--- src/hdl/pktb_mul.sv ---
// Shared 32x32 multiplier with registered product.
// Used twice per refill (upper and lower halves of elapsed time). No package use.
module pktb_mul
(
    input  logic        clk,
    input  logic [31:0] mul_a,
    input  logic [31:0] mul_b,
    output logic [63:0] mul_prod
);

    logic [63:0] prod_reg;

    always_ff @(posedge clk)
    begin
        prod_reg <= 64'(mul_a) * 64'(mul_b);
    end

    assign mul_prod = prod_reg;

endmodule

--- config.mk ---
export PLATFORM = sky130hd
export DESIGN_NAME = pktb_mul
export DESIGN_NICKNAME = d
export VERILOG_FILES = /design/src/hdl/pktb_mul.sv
export SDC_FILE = /design/constraint.sdc
export NUM_CORES = 2
export LEC_CHECK = 0
export BUFFER_PORTS_ARGS = -buffer_cell sky130_fd_sc_hd__buf_2
export CAP_MARGIN = 20
export CORE_UTILIZATION = 40
export CTS_BUF_LIST = sky130_fd_sc_hd__clkbuf_4 sky130_fd_sc_hd__clkbuf_8 sky130_fd_sc_hd__clkbuf_16
export CTS_CLUSTER_DIAMETER = 150
export DETAILED_ROUTE_END_ITERATION = 16
export PLACE_DENSITY = 0.6
export SYNTH_ARGS = -nofsm -noshare
export SYNTH_HDL_FRONTEND = slang
export SYNTH_SLANG_ARGS = --single-unit
--- constraint.sdc ---
create_clock -name clk -period 19.7 [get_ports clk]
set_input_delay 0.985 -clock clk [delete_from_list [all_inputs] [get_ports clk]]
set_output_delay 0.985 -clock clk [all_outputs]
set_load 0.03 [all_outputs]
==> flow_metrics.tcl <==
set metrics [dict create \
    status "completed" \
    cp-end-kind "flip-flop" \
    htree_levels 3 \
    die_w_um 296 \
    wl_per_cell_um 19.3 \
    path_cells "buf_2 > nand2_1 > fa_1 > inv_1 > fa_1 > fa_1 > fa_1 > fa_1 > fa_1 > fa_1 > inv_1 > fa_1 > inv_1 > ha_1 > nand4_1 > or4_1 > or3_1 > a31oi_1 > a31o_2 > a211oi_1 > o21ai_1 > xor2_1" \
    slew_headroom_pct 38.1 \
    core_area_um2 85500 \
    yosysTopAreaCellShare_pct 51.7 \
    grt_setup_unrepaired "no" \
    die_h_um 296 \
    slew_violations 0 \
    synth-edff-count 0 \
    slowest_delay_ns 0.68 \
    tns_ns 0 \
    drive_above_1_share_pct 4.49 \
    maxCapViolations 0 \
    stdcell_area_um2 36300 \
    overflow 0 \
    rows 107 \
    fin_crit_ns 8.69 \
    hold_buffers 0 \
    timing.fmax_mhz 115 \
    ys_ff_latch 64 \
    n_fill_cell 8581 \
    final_antenna_net_count 0 \
    post_cts_buffers 0 \
    ys_seq_area_share_pct 3.69 \
    grt_pass1_vias 26923 \
    start_kind "input port" \
    seq_area_um2 1280 \
    wl_um 93300 \
    dp_hpwl_um 75700 \
    synth_commonest_cells "fa_1, inv_1, and2_1, nand2_1, ha_1" \
    drtIter0Drc 1201 \
    path_class "input port to flip-flop" \
    fin_crit_sh_pct 44.1 \
    clock_path_buffers 2 \
    viasPerCell 5.05 \
    antenna_found_initial 6 \
    post-route-drc-count 0 \
    synth_area_leader_cell "fa_1" \
    worst_ep_required_time_ns 19.97 \
    vias 24353 \
    drtPass1Iterations 9 \
    cts_tree "done" \
    final_nets 4895 \
    worstPathArrival_ns 8.96 \
    ctsResizeCount 0 \
    setup_viol_count_final 0 \
    clockRootBuffer "clkbuf_16" \
    grt_pass1_wl_um 151000 \
    synthCells 3748 \
    clk_pin_slew_ns 0.05 \
    largest_reg_flops 64 \
    path_max_fanout 32 \
    grt_start_max_net_pins 33 \
    dieArea_um2 87900 \
    post_synth.cell_area_avg_um2 9.25 \
    start_util_pct 40.5 \
    synthArstFlopShare_pct 0 \
    final_hold_viol_count 0 \
    multi_input_area_um2 29300 \
    post_dp_cell_area_um2 35900 \
    ios 129 \
    syn-cell-area_um2 34700 \
    ys_types 57 \
    area_delta_synth_final_pct 4.59 \
    synth_most_common_cell "fa_1" \
    worst_pin_slew_ns 0.928 \
    synth-main-ff-cell "dfxtp_1" \
    portBuffers 128 \
    crit_top_cell "fa_1" \
    ys_top_cells_by_area "fa_1, and2_1, ha_1" \
    syn_nets 4972 \
    track_usage_pct 22.5 \
    slowest_stage "buf_2" \
    clock-sinks 64 \
    yosysWarnings 0 \
    place.gp.congestion 0.894 \
    hold_path.class "input port to flip-flop" \
    numCtsBuffers 9 \
]
[area by class of cell]
cell class,instances,share of cell area (%)
clock inverter,6,0.231
inverter,865,8.95
tap,1144,3.95
timing repair buffer,132,1.85
multi-input combinational,2599,80.8
sequential,64,3.53
antenna,2,0.0138
clock buffer,10,0.642
[layer usage]
metal	share of wire, %	global-route usage (%)
met5	0.044	0
met4	4.5	8.81
met3	4.0	2.23
met2	53	41.2
met1	39	27.0
[critical path, delay by kind of cell]
kind	cells	cell delay, ns
fa+ha+maj	9	4.53
simple gates	4	1.24
compound gates	4	1.20
buf+inv	4	0.82
xor+xnor	1	0.14
[kinds of logic after synthesis]
kind of cell	Yosys count	synth area share, %
compound gates	202	4.15
xor+xnor	60	1.52
fa+ha+maj	1159	61.2
buf+inv	1085	11.8
flops	64	3.69
mux	1	0.0289
simple gates	1177	17.6
[metrics by stage]
stage,setup slack (ns),cells,hold slack (ns),util [%]
floorplan,11.96,3748,1.11,-
global placement,10.83,4804,1.42,42.0
detailed placement,10.74,4804,1.42,42.0
CTS,11.11,4820,1.32,42.4
global route,10.71,4821,1.33,42.4
finish,11.01,4822,1.34,42.4
[placed cells by master, fill, tap and decap left out, types with 3 or more instances in the layout]
| cell | count |
|---|---|
| a31oi_1 | 12 |
| o21bai_1 | 10 |
| clkinv_2 | 3 |
| or2_2 | 3 |
| and3_1 | 14 |
| or3_1 | 3 |
| nor2_1 | 20 |
| o21ai_0 | 21 |
| a221o_1 | 4 |
| dfxtp_1 | 64 |
| a221oi_4 | 3 |
| fa_1 | 896 |
| o21ai_1 | 5 |
| ha_1 | 263 |
| nand2_1 | 480 |
| nand4_1 | 23 |
| nor3_1 | 7 |
| clkbuf_16 | 9 |
| a21o_1 | 40 |
| xor2_1 | 25 |
| or4_1 | 3 |
| inv_1 | 865 |
| buf_4 | 4 |
| a21boi_1 | 3 |
| o221ai_1 | 3 |
| nand3_1 | 10 |
| and4_1 | 3 |
| a21oi_1 | 63 |
| a21oi_2 | 3 |
| a211oi_1 | 3 |
| o21a_1 | 9 |
| o31ai_4 | 3 |
| buf_2 | 128 |
| xnor2_1 | 35 |
| and2_1 | 602 |
[worst paths after layout]
check | startpoint | end | depth (start not counted) | slack, ns
max | mul_b[24] | mul_prod[62]$_DFF_P_ | 22 | 11.01
min | mul_a[0] | mul_prod[0]$_DFF_P_ | 2 | 1.34
Power is left out: the tool's default activity adds up to more than one toggle a clock period on the data nets, which glitch-free logic cannot reach.
